### config.mk
export PLATFORM = sky130hd
export DESIGN_NAME = stra_queue
export DESIGN_NICKNAME = d
export VERILOG_FILES = /design/src/rtl/core/stra_pkg.sv /design/src/rtl/core/stra_queue.sv
export SDC_FILE = /design/constraint.sdc
export NUM_CORES = 1
export LEC_CHECK = 0
export BUFFER_PORTS_ARGS = -buffer_cell sky130_fd_sc_hd__buf_2
export CAP_MARGIN = 25
export CORE_MARGIN = 3
export CORE_UTILIZATION = 40
export CTS_CLUSTER_DIAMETER = 60
export CTS_CLUSTER_SIZE = 12
export DETAILED_ROUTE_END_ITERATION = 6
export PLACE_DENSITY = 0.57
export SKIP_LAST_GASP = 1
export SYNTH_ARGS = -nofsm -noshare
export SYNTH_HDL_FRONTEND = slang
export SYNTH_SLANG_ARGS = --single-unit
### constraint.sdc
create_clock -name clk -period 4.9 [get_ports clk]
set_input_delay 0.49 -clock clk [delete_from_list [all_inputs] [get_ports clk]]
set_output_delay 0.49 -clock clk [all_outputs]
set_load 0.02 [all_outputs]
### src/rtl/core/stra_pkg.sv
package stra_pkg;

	localparam int POS_W       = 10;
	localparam int VAL_W       = 64;
	localparam int LVL_W       = 5;
	localparam int DEPTH_DEF   = 1024;
	localparam int LEVELS_DEF  = 11;
	localparam int QUEUE_DEPTH = 4;

	localparam logic REQ_LOAD  = 1'b0;
	localparam logic REQ_QUERY = 1'b1;

	// one classified item as it waits between front and back
	typedef struct packed {
		logic                    req_type;
		logic                    last;
		logic signed [VAL_W-1:0] value;
		logic                    bad;    // left > right
		logic [LVL_W-1:0]        lvl;    // block level k of the query
		logic [POS_W-1:0]        pos_a;  // start of left block
		logic [POS_W-1:0]        pos_b;  // start of right block
		logic [POS_W-1:0]        right;
	} stra_item_t;

endpackage

### src/rtl/core/stra_queue.sv
module stra_queue import stra_pkg::*; (
	input  logic       clk,
	input  logic       arst_n,
	input  logic       push,
	input  stra_item_t push_item,
	output logic       full,
	input  logic       pop,
	output logic       not_empty,
	output stra_item_t head
);

	localparam int PW = $clog2(QUEUE_DEPTH);

	stra_item_t      slots_q [QUEUE_DEPTH];
	logic [PW-1:0]   wr_ptr_q;
	logic [PW-1:0]   rd_ptr_q;
	logic [PW:0]     fill_q;

	assign full      = fill_q == (PW+1)'(QUEUE_DEPTH);
	assign not_empty = fill_q != '0;
	assign head      = slots_q[rd_ptr_q];

	always_ff @(posedge clk) begin
		if (push) slots_q[wr_ptr_q] <= push_item;
	end

	always_ff @(posedge clk or negedge arst_n) begin
		if (!arst_n) begin
			wr_ptr_q <= '0;
			rd_ptr_q <= '0;
			fill_q   <= '0;
		end else begin
			if (push) wr_ptr_q <= (wr_ptr_q == PW'(QUEUE_DEPTH-1)) ? '0 : wr_ptr_q + PW'(1);
			if (pop)  rd_ptr_q <= (rd_ptr_q == PW'(QUEUE_DEPTH-1)) ? '0 : rd_ptr_q + PW'(1);
			if (push && !pop)      fill_q <= fill_q + (PW+1)'(1);
			else if (pop && !push) fill_q <= fill_q - (PW+1)'(1);
		end
	end

endmodule

==> impl_metrics.json <==
{
  "vias": 6788,
  "maxSlewHeadroom_pct": 38.0,
  "fillers": 2986,
  "multi_input_comb_area_um2": 2530,
  "hold_class": "input pin to flip-flop",
  "r2r-start": "wr_ptr_q[0]$_DFFE_PN0P_",
  "clkTransAtPathRegs_ns": 0.06,
  "root_buffer": "clkbuf_16",
  "hold_viol_final": 0,
  "portBuffers": 209,
  "pre_cts_ws_ns": 2.37,
  "clockPowerShare_pct": 26.7,
  "drt_iter0_drc": 374,
  "initial_core_util_pct": 41.0,
  "grt_setup_unrepaired": "false",
  "synth_cell_types": 21,
  "cp_data_required_time_ns": 4.41,
  "grt_usage_pct": 15.1,
  "vias_per_cell": 5.06,
  "cts_buffer_depth": 3,
  "ant_nets": 0,
  "p_leak_nw": 6.10,
  "power-per-cell-area_nw_per_um2": 612,
  "crit_arrival_ns": 2.54,
  "p_switching_mw": 3.42,
  "hold_start": "push_item[11]",
  "min_period_over_period_pct": 61.9,
  "drv_cap": 0,
  "cp-end-kind": "output port",
  "start_kind": "flip-flop",
  "cts_resized": 0,
  "pwr-share-comb_pct": 30.3,
  "rows": 70,
  "drc_errors": 0,
  "grt_pass1_wl_um": 46300,
  "p_seq_share_pct": 43.0,
  "finalSetupTns_ns": 0,
  "worstSkewPairLatency_ns": 0.55,
  "grt_overflow_total": 0,
  "skew_ns": 0.0193,
  "die_w_um": 201,
  "yosysSeqAreaShare_pct": 81.8,
  "tightest_slew_ns": 0.930,
  "instances_no_fill": 1341,
  "numCtsBuffers": 43,
  "drive_gt1_share_pct": 46.1,
  "setup_viol": 0,
  "ys_ff_latch": 415,
  "p_sw_share_pct": 31.0,
  "cts_tree": "done",
  "nets": 928,
  "period_needed_ns": 3.03,
  "die_y_um": 201,
  "critPathKind": "flip-flop to output port",
  "yosysWarnings": 0,
  "critPathLaunch": "rd_ptr_q[0]$_DFFE_PN0P_",
  "place.gp.congestion": 0.688,
  "status": "completed",
  "vdd_drop_max_uv": 369,
  "regArea_um2": 12400,
  "areaGrowthSynthToFinish_pct": 18.7,
  "grt_start_max_net_pins": 62,
  "timing.fmax_ghz": 0.330,
  "wirelength_um": 30000,
  "dieArea_um2": 40300,
  "htree_levels": 2,
  "antenna_found_initial": 5,
  "num_io_pins": 210,
  "intPower_mw": 7.61,
  "grt_pass1_vias": 7648,
  "first_pass_iters": 4,
  "synthCells": 570,
  "synth.avg_cell_area_um2": 26.6,
  "fp.coreArea_um2": 37000,
  "syn-cell-area_um2": 15200,
  "crit_fanout": 44,
  "final_max_slew_viol_count": 0,
  "synth_nets": 683,
  "post_drt_wl_per_cell_um": 22.4,
  "dp_hpwl_um": 18200,
  "placedCellCount": 1273,
  "setup_ws_ns": 1.87,
  "clkSinkCount": 415
}
power by group through the flow:
stage / Clock (mW) / Combinational [mW] / Sequential (mW)
detailed placement: 0 / 3.44 / 4.83
global placement: 0 / 3.30 / 4.87
CTS: 3.05 / 3.45 / 4.76
floorplan: 0 / 2.48 / 4.76
finish: 2.94 / 3.34 / 4.75
global route: 3.19 / 3.61 / 4.80
critical path: stages (launching register included):
cell,delay (ns)
dfrtp_4,0.43
buf_4,0.70
mux4_2,0.64
buf_2,0.18
registers in the layout, summed over array words and instances (netlist names):
name / flops
slots_q: 408
fill_q: 3
rd_ptr_q: 2
wr_ptr_q: 2
cells in the final DEF (no fill, tap or decap), types with 2 or more instances in the layout:
master,count
buf_2,209
inv_1,4
mux4_2,102
o21ai_0,2
dfrtp_1,5
inv_6,2
buf_4,11
nand2_1,2
bufinv_16,2
diode_2,2
clkbuf_16,43
ha_1,6
clkinv_2,3
edfxtp_1,408
xor2_1,2
nor2_1,3
dfrtp_4,2
and2_4,4
clkbuf_1,12
mux2_2,3
what timing repair did:
| action | CTS | global route |
|---|---|---|
| hold endpoints to repair | 7 | 0 |
| hold buffers | 1 | 0 |
| setup endpoints to repair | 0 | 0 |
| buffers inserted | 0 | 0 |
cell type report:
class / instances / share of cell area (%)
sequential: 415 / 68.9
multi-input combinational: 128 / 14.0
timing repair buffer: 223 / 6.58
clock buffer: 55 / 6.22
tap: 504 / 3.50
clock inverter: 10 / 0.638
inverter: 4 / 0.0832
antenna: 2 / 0.0277
stage by stage:
stage	instance area (µm²)	power, mW	hold WS [ns]	utilization, %
2_1_floorplan	15200	7.25	0.194	-
3_3_place_gp	16800	8.17	0.335	45.2
3_5_place_dp	16800	8.27	0.344	45.3
4_1_cts	18000	11.3	0.109	48.7
5_1_grt	18000	11.6	0.122	48.7
6_report	18000	11.0	0.152	48.7
per-layer routing:
metal	up-vias	wire length [µm]	track usage, %	part of all wire, %
met2	203	14600	24.3	49
li1	2948	-	-	-
met4	8	550	4.49	1.8
met1	3583	12600	19.6	42
met5	-	58	0	0.19
met3	46	2290	5.14	7.6
cells in the mapped netlist, drive strengths merged:
master	number	area [µm²]
edfxtp	408	12300
mux4	102	2300
buf	23	228
dfrtp	7	175
ha	6	75.1
and2	4	25.0
inv	4	15.0
mux2	3	33.8
nor2	3	11.3
nand2	2	7.51
o21ai	2	10.0
xor2	2	17.5
fa	1	20.0
nor3b	1	7.51
or3	1	6.26
xnor2	1	8.76
worst paths after layout:
check                      cells past startpoint                        to  slack (ns)
setup reg to reg                               4  slots_q[0][30]$_DFFE_PP_        2.58
max in group asynchronous                      2   rd_ptr_q[1]$_DFFE_PN0P_        4.38
hold reg to reg                                1     fill_q[2]$_DFFE_PN0P_        0.50
hold / removal                                 1  slots_q[0][11]$_DFFE_PP_        0.15
min in group asynchronous                      2     fill_q[1]$_DFFE_PN0P_        0.33
setup / recovery                               3                  head[50]        1.87
cells by family (layout without fill, tap and decap cells):
group / count (synthesis) / count (layout) / synth area share (%)
AO/OA/AOI/OAI: 2 / 2 / 0.0659
XOR/XNOR: 3 / 3 / 0.173
multiplexers: 105 / 105 / 15.3
buffers and inverters: 27 / 292 / 1.60
adder cells (fa/ha/maj): 7 / 7 / 0.626
other: 0 / 2 / 0
AND/OR/NAND/NOR: 11 / 11 / 0.379
flip-flops: 415 / 415 / 81.8
(Power assumes the default switching activity.)
