==> src/rtl/core/stra_pkg.sv <==
package stra_pkg;

	localparam int POS_W       = 10;
	localparam int VAL_W       = 64;
	localparam int LVL_W       = 5;
	localparam int DEPTH_DEF   = 1024;
	localparam int LEVELS_DEF  = 11;
	localparam int QUEUE_DEPTH = 4;

	localparam logic REQ_LOAD  = 1'b0;
	localparam logic REQ_QUERY = 1'b1;

	// one classified item as it waits between front and back
	typedef struct packed {
		logic                    req_type;
		logic                    last;
		logic signed [VAL_W-1:0] value;
		logic                    bad;    // left > right
		logic [LVL_W-1:0]        lvl;    // block level k of the query
		logic [POS_W-1:0]        pos_a;  // start of left block
		logic [POS_W-1:0]        pos_b;  // start of right block
		logic [POS_W-1:0]        right;
	} stra_item_t;

endpackage

==> src/rtl/core/stra_front.sv <==
module stra_front import stra_pkg::*; #(
	parameter int LEVELS = LEVELS_DEF
) (
	input  logic                    in_valid,
	output logic                    in_stall,
	input  logic                    req_type,
	input  logic signed [VAL_W-1:0] load_value,
	input  logic                    is_last,
	input  logic [POS_W-1:0]        range_left,
	input  logic [POS_W-1:0]        range_right,
	input  logic                    q_full,
	output logic                    q_push,
	output stra_item_t              q_item
);

	logic [POS_W:0]   len;
	logic [LVL_W-1:0] k;
	logic [31:0]      b_start;

	always_comb begin
		len = {1'b0, range_right} - {1'b0, range_left} + (POS_W+1)'(1);
		k = '0;
		for (int j = 1; j < LEVELS; j++) begin
			if ((32'd1 << j) <= 32'(len)) k = LVL_W'(j);
		end
		b_start = 32'(range_right) + 32'd1 - (32'd1 << k);
	end

	always_comb begin
		q_item.req_type = req_type;
		q_item.last     = is_last;
		q_item.value    = load_value;
		q_item.bad      = range_left > range_right;
		q_item.lvl      = k;
		q_item.pos_a    = range_left;
		q_item.pos_b    = b_start[POS_W-1:0];
		q_item.right    = range_right;
	end

	assign in_stall = q_full;
	assign q_push   = in_valid && !q_full;

endmodule

==> config.mk <==
export PLATFORM = sky130hd
export DESIGN_NAME = stra_front
export DESIGN_NICKNAME = d
export VERILOG_FILES = /design/src/rtl/core/stra_pkg.sv /design/src/rtl/core/stra_front.sv
export SDC_FILE = /design/constraint.sdc
export NUM_CORES = 1
export LEC_CHECK = 0
export ABC_AREA = 1
export BUFFER_PORTS_ARGS = -buffer_cell sky130_fd_sc_hd__buf_2
export CAP_MARGIN = 10
export CORE_MARGIN = 3
export CORE_UTILIZATION = 30
export DETAILED_ROUTE_END_ITERATION = 7
export GPL_TIMING_DRIVEN = 0
export PLACE_DENSITY = 0.64
export SYNTH_ARGS = -nofsm -noshare
export SYNTH_HDL_FRONTEND = slang
export SYNTH_SLANG_ARGS = --single-unit
export TNS_END_PERCENT = 10
==> constraint.sdc <==
create_clock -name vclk -period 5.5
set_input_delay 0.275 -clock vclk [all_inputs]
set_output_delay 0.275 -clock vclk [all_outputs]
set_load 0.1 [all_outputs]
==> impl_metrics.py, run 1 <==
metrics = {
    "timing": {
        "slew_violations": 0,
        "holdWs_ns": 0.934,
        "hold_viol_final": 0,
        "min_period_ns": 5.12,
        "rsz0062_at_grt": "no",
        "max_freq_ghz": 0.195,
        "fin_crit_sh_pct": 93.1,
        "finalSetupTns_ns": 0,
        "setup_viol": 0,
    },
    "power": {
        "power_density_nw_per_um2": 260,
        "p_int_mw": 0.213,
        "combPwrFrac_pct": 100.0,
        "seqPwrFrac_pct": 0,
        "swShare_pct": 75.6,
        "peakVddDrop_uv": 123,
        "p_leak_nw": 2.03,
        "power_switching_mw": 0.659,
        "clkPwrFrac_pct": 0,
    },
    "critical_path": {
        "startpoint": "range_right[1]",
        "cp_max_fo": 5,
        "worstSetupStartpointType": "primary input",
        "cp.required_ns": 5.22,
        "arrival_ns": 4.85,
        "timing.critical_path.buf_inv": 7,
        "crit_type": "in2out",
        "cp_slowest_cell": "fa_2",
        "timing.critical_path.mode_cell": "nand2_1",
        "slowest_delay_ns": 0.40,
        "cpLargestDelayFamily": "simple AND/OR/NAND/NOR gates",
        "end_kind": "output port",
    },
    "cells_and_area": {
        "final_nets": 615,
        "seq_area_um2": 0,
        "area_growth_pct": 41.1,
        "antenna_cells": 0,
        "fin_area_um2": 3350,
        "fin_util_pct": 45.0,
        "drive_gt1_share_pct": 56.6,
        "nFlopsAndLatches": 0,
        "nClkBuffers": 0,
    },
    "floorplanning": {
        "num_rows": 31,
        "boundaryPins": 192,
        "die_h_um": 95.0,
        "die_area_um2": 9020,
        "start_util_pct": 31.9,
        "die_w_um": 95.0,
        "core-area_um2": 7450,
    },
    "hold_path": {
        "min_from": "load_value[37]",
        "hold_class": "in2out",
    },
    "drt": {
        "wl_um": 5660,
        "vias": 2348,
        "route.detailed.drc": 0,
        "drtIter0Drc": 74,
        "ant_nets": 0,
        "first_pass_iters": 6,
        "wire_per_inst_um": 9.83,
        "viasPerCell": 4.08,
    },
    "synthesis": {
        "synth_top_area_share_pct": 27.8,
        "netlist_instances": 350,
        "synth_top_area_cell": "buf_4",
        "syn_nets": 486,
        "synth.area.top_cells": "buf_4 28%, ha_1 24%, inv_1 9.6%",
        "synth_warnings": 0,
        "yosysMostFrequentCell": "buf_4",
        "yosys-top-cells-count": "88 x buf_4, 61 x inv_1, 52 x nand2_1",
        "postSynthAreaPerCell_um2": 6.79,
        "seq_area_frac_synth_pct": 0,
        "synth_cell_types": 32,
        "netlist_area_um2": 2370,
    },
    "global_route": {
        "grt_pass1_vias": 2017,
        "grt_antenna_before_repair": 0,
        "grt_overflow": 0,
        "grt_pass1_wl_um": 8520,
        "grt_max_degree": 7,
        "grt_use_total_pct": 11.1,
    },
    "job": {
        "drv_cap": 0,
    },
    "place": {
        "gp_congestion": 0.809,
        "port_buffers": 125,
        "place_area_um2": 3270,
        "dp_hpwl_um": 5230,
    },
    "run_status": {
        "status": "finished clean",
    },
}
[stage by stage]
stage | worst slack, ns | total power, mW | instances
6_report | 0.379 | 0.872 | 576
5_1_grt | 0.0248 | 0.921 | 576
4_1_cts | 0.0153 | 0.845 | 574
3_5_place_dp | -0.0424 | 0.841 | 574
3_3_place_gp | 0.00220 | 0.835 | 574
2_1_floorplan | -0.0453 | 0.736 | 350
[final timing paths]
path / endpoint / slack (ns) / depth (start not counted)
max: q_item[19] / 0.38 / 36
min: q_item[73] / 0.93 / 2
[metal layers]
metal	part of all wire, %	vias to the layer above	track usage (%)
li1	-	1257	-
met1	42	990	15.1
met2	49	101	20.2
met3	8.7	0	0.637
met4	0	0	0.120
met5	0	-	0
[repair_timing]
action / CTS / global route
setup buffers: 0 / 2
pin swaps: 0 / 8
endpoints found under the setup margin: 1 / 3
gates resized for setup: 1 / 16
hold endpoints to repair: 0 / 0
hold buffers: 0 / 0
[logic make-up (layout without fill, tap and decap cells)]
group,Yosys count,in the layout,synth area share (%)
buffers and inverters,152,279,37.9
and+or+nand+nor,113,113,25.4
adders and majority gates,48,48,26.2
AOI/OAI and AO/OA,26,26,6.53
xor gates and xnor gates,10,10,3.69
other,1,1,0.158
[layout make-up]
| cell class | count | area [µm²] |
|---|---|---|
| multi-input combinational | 198 | 1640 |
| fill | 787 | 4100 |
| inverter | 64 | 260 |
| buffer | 88 | 661 |
| timing repair buffer | 127 | 668 |
| tap | 99 | 124 |
[placed cells by master (no fill, tap or decap), types with 4 or more instances in the layout]
master	count
nand3_1	12
buf_4	91
nand2_4	6
nand3_2	4
nand4_1	6
a21oi_1	11
inv_1	55
a21oi_2	5
inv_2	6
ha_1	40
ha_4	5
nand2_1	52
buf_2	122
xor2_1	4
nand2_2	9
nor2_1	12
[power groups by stage]
stage | clock network, mW | logic (mW) | registers, mW
after floorplan | 0 | 0.736 | 0
after global placement | 0 | 0.835 | 0
after detailed placement | 0 | 0.841 | 0
after CTS | 0 | 0.845 | 0
after global routing | 0 | 0.921 | 0
final | 0 | 0.872 | 0
(Power assumes the default switching activity.)
==> run 2: changes to the inputs <==
- CORE_ASPECT_RATIO: default -> 0.75
==> impl_metrics.py, run 2 (synthesis gave the netlist of run 1 again) <==
metrics = {
    "cells_and_area": {
        "fillers": 797,
        "antenna_cells": 0,
        "multi_input_area_um2": 1660,
        "nClkBuffers": 0,
        "fin_util_pct": 45.0,
        "drive_gt1_share_pct": 57.7,
        "final_nets": 616,
        "area_growth_pct": 42.2,
        "nFlopsAndLatches": 0,
        "layout_commonest_cell": "buf_2",
        "layout_common_cells": "122 x buf_2, 91 x buf_4, 55 x inv_1",
        "seq_area_um2": 0,
        "fin_area_um2": 3380,
    },
    "clocking": {
        "hold_buffers": 0,
    },
    "power": {
        "p_leak_nw": 2.04,
        "power_density_nw_per_um2": 261,
        "peakVddDrop_uv": 190,
    },
    "critical_path": {
        "arrival_ns": 4.85,
        "crit_type": "in2out",
        "cp_max_fo": 5,
        "cp_slowest_cell": "fa_1",
        "timing.critical_path.mode_cell": "nand2_1",
        "cpLargestDelayFamily": "adder cells",
        "cp.required_ns": 5.22,
        "timing.critical_path.buf_inv": 8,
        "end_kind": "output port",
        "worstSetupStartpointType": "primary input",
        "slowest_delay_ns": 0.47,
    },
    "timing": {
        "holdWs_ns": 0.934,
        "finalSetupTns_ns": 0,
        "max_freq_ghz": 0.195,
        "hold_viol_final": 0,
        "fin_crit_sh_pct": 93.2,
        "slew_violations": 0,
        "tightest_slew_ns": 0.519,
        "setup_ws_ns": 0.374,
        "min_period_ns": 5.13,
        "setup_viol": 0,
        "maxSlewHeadroom_pct": 65.6,
    },
    "drt": {
        "ant_nets": 0,
        "viasPerCell": 4.05,
        "wire_per_inst_um": 10.4,
        "route.detailed.drc": 0,
        "wl_um": 6030,
        "drtIter0Drc": 56,
        "first_pass_iters": 4,
        "vias": 2343,
    },
    "floorplanning": {
        "boundaryPins": 192,
        "core-area_um2": 7500,
        "num_rows": 27,
        "start_util_pct": 31.7,
        "die_w_um": 109,
        "die_h_um": 83.1,
        "die_area_um2": 9030,
    },
    "place": {
        "pre_cts_ws_ns": -0.0806,
        "dp_hpwl_um": 5650,
        "place_area_um2": 3270,
        "gp_congestion": 0.828,
        "port_buffers": 125,
    },
    "global_route": {
        "grt_antenna_before_repair": 0,
        "grt_pass1_wl_um": 10000,
        "grt_max_degree": 7,
        "grt_use_total_pct": 12.7,
        "grt_pass1_vias": 2219,
        "grt_overflow": 0,
    },
    "hold_path": {
        "hold_class": "in2out",
    },
    "run_status": {
        "status": "finished clean",
    },
    "job": {
        "drv_cap": 0,
    },
}
-- run 2: changes by cell type in the layout (fill, tap and decap cells not counted), moves of 2 or more --
cell | previous run | this run
o21ai_2 | 0 | 3
o21ai_1 | 2 | 0
a21oi_2 | 5 | 7
a21oi_1 | 11 | 8
-- run 2: area by class of cell --
class / count / area share (%)
Buffer: 88 / 19.6
Multi-Input combinational cell: 198 / 49.1
Inverter: 64 / 7.71
Tap cell: 101 / 3.74
Timing Repair Buffer: 128 / 19.9
-- run 2: worst paths after layout --
path,cells past startpoint,end,from,slack (ns)
worst max-delay path,36,q_item[19],range_right[1],0.37
worst min-delay path,2,q_item[63],load_value[27],0.93
-- run 2: per-layer routing --
layer	up-vias	GRT usage, %	part of all wire [%]
li1	1264	-	-
met2	58	22.4	51
met4	0	0.115	0
met3	0	0.777	5.6
met5	-	0	0
met1	1021	17.9	44
-- run 2: power breakdown --
part / leakage, nW / internal (mW) / switching, mW
clock: 0 / 0 / 0
combinational: 2.04 / 0.215 / 0.667
sequential: 0 / 0 / 0
-- run 2: timing repair --
item / 4_1_cts / 5_1_grt
resized for setup: 3 / 16
setup endpoints to repair: 2 / 3
pin swaps: 0 / 4
buffers inserted: 0 / 3
-- run 2: per-stage QoR --
step	instances	power [mW]
floorplan	350	0.736
global placement	576	0.838
detailed placement	576	0.843
CTS	576	0.852
global route	579	0.933
finish	579	0.882
==> run 3: changes to the inputs <==
- BUFFER_PORTS_ARGS: -buffer_cell sky130_fd_sc_hd__buf_2 -> default
- DONT_BUFFER_PORTS: default -> 1
- PLACE_DENSITY: 0.64 -> 0.44
==> impl_metrics.py, run 3 (synthesis gave the netlist of run 1 again) <==
metrics = {
    "timing": {
        "maxSlewHeadroom_pct": 14.9,
        "tightest_slew_ns": 1.27,
        "fin_crit_sh_pct": 99.8,
        "rsz0062_at_grt": "yes",
        "setup_ws_ns": 0.0104,
        "slew_violations": 0,
        "min_period_ns": 5.49,
        "setup_viol": 0,
        "max_freq_ghz": 0.182,
        "hold_viol_final": 0,
        "holdWs_ns": 0.729,
    },
    "run_status": {
        "status": "finished clean",
    },
    "floorplanning": {
        "num_rows": 27,
        "die_h_um": 83.1,
        "die_w_um": 109,
        "core-area_um2": 7500,
        "boundaryPins": 192,
        "start_util_pct": 31.7,
        "die_area_um2": 9030,
    },
    "global_route": {
        "grt_overflow": 0,
        "grt_antenna_before_repair": 0,
        "grt_pass1_vias": 1902,
        "grt_pass1_wl_um": 8860,
        "grt_use_total_pct": 11.5,
        "grt_max_degree": 6,
    },
    "hold_path": {
        "hold_class": "in2out",
    },
    "cells_and_area": {
        "drive_gt1_share_pct": 49.0,
        "layout_commonest_cell": "buf_4",
        "area_growth_pct": 26.1,
        "nClkBuffers": 0,
        "seq_area_um2": 0,
        "layout_common_cells": "105 x buf_4, 54 x inv_1, 51 x nand2_1",
        "antenna_cells": 0,
        "fillers": 815,
        "final_nets": 505,
        "nFlopsAndLatches": 0,
    },
    "power": {
        "peakVddDrop_uv": 206,
        "clkPwrFrac_pct": 0,
        "combPwrFrac_pct": 100.0,
        "p_int_mw": 0.188,
        "p_leak_nw": 1.61,
        "swShare_pct": 77.6,
        "power_switching_mw": 0.652,
        "seqPwrFrac_pct": 0,
        "power_density_nw_per_um2": 281,
    },
    "place": {
        "gp_congestion": 0.796,
        "pre_cts_ws_ns": -0.381,
        "port_buffers": 0,
        "dp_hpwl_um": 5170,
    },
    "critical_path": {
        "cp.required_ns": 5.22,
        "end_kind": "output port",
        "worstSetupStartpointType": "primary input",
        "arrival_ns": 5.21,
        "cp_slowest_cell": "nor2_4",
        "crit_type": "in2out",
        "cp_max_fo": 5,
        "slowest_delay_ns": 0.75,
        "timing.critical_path.mode_cell": "ha_4",
    },
    "drt": {
        "viasPerCell": 4.32,
        "ant_nets": 0,
        "wire_per_inst_um": 12.3,
        "first_pass_iters": 4,
        "vias": 2024,
        "route.detailed.drc": 0,
        "wl_um": 5780,
        "drtIter0Drc": 44,
    },
    "job": {
        "drv_cap": 0,
    },
}
-- run 3: cell count changes in the layout (fill, tap and decap cells not counted), moves of 2 or more --
cell     before  now
ha_1         41   30
nor2_2        2    4
nor2_1       12   10
o21ai_1       0    2
ha_4          4   14
o21ai_2       3    1
buf_2       122    0
buf_4        91  105
-- run 3: final cells by class --
| cell class | count | area [µm²] | area share [%] |
|---|---|---|---|
| Multi-Input combinational cell | 198 | 1810 | 60.6 |
| Buffer | 88 | 661 | 22.1 |
| Inverter | 64 | 267 | 8.90 |
| Timing Repair Buffer | 17 | 128 | 4.26 |
| Tap cell | 101 | 126 | 4.22 |
-- run 3: metal layers --
metal | vias to the layer above | routed length (µm) | track usage (%) | part of all wire, %
met1 | 915 | 2610 | 16.3 | 45
li1 | 1040 | - | - | -
met5 | - | 0 | 0 | 0
met2 | 69 | 2800 | 19.9 | 48
met3 | 0 | 364 | 1.24 | 6.3
met4 | 0 | 0 | 0 | 0
-- run 3: per-stage QoR --
stage / setup TNS [ns] / cells / cell area, µm² / power [mW] / utilization (%)
after floorplan: -0.0618 / 350 / 2520 / 0.736 / -
after global placement: -1.17 / 451 / 2650 / 0.784 / 35.3
after detailed placement: -0.711 / 451 / 2670 / 0.788 / 35.6
after CTS: -0.0222 / 468 / 2950 / 0.838 / 39.4
after global routing: -0.392 / 468 / 2990 / 0.883 / 39.9
final: 0 / 468 / 2990 / 0.840 / 39.9
-- run 3: power groups by stage --
stage                     logic (mW)  clock network, mW  registers [mW]
after floorplan                0.736                  0               0
after global placement         0.784                  0               0
after detailed placement       0.788                  0               0
after CTS                      0.838                  0               0
after global routing           0.883                  0               0
final                          0.840                  0               0
-- run 3: timing repair --
item / 4_1_cts / 5_1_grt
gates resized for setup: 22 / 8
buffers inserted: 17 / 0
hold buffers: 0 / 0
endpoints found under the setup margin: 4 / 5
pin swaps: 20 / 8
-- run 3: path summary, 6_finish.rpt --
check  depth (start not counted)           start    endpoint  slack (ns)
max                           28  range_right[1]  q_item[19]        0.01
min                            1          q_full      q_push        0.73
-- run 3: worst max-delay path, delay by kind of cell --
| kind | cells | cell delay (ns) |
|---|---|---|
| simple gates | 10 | 1.65 |
| xor+xnor | 1 | 0.19 |
| compound gates | 6 | 0.76 |
| buf+inv | 6 | 1.12 |
| fa+ha+maj | 5 | 1.23 |
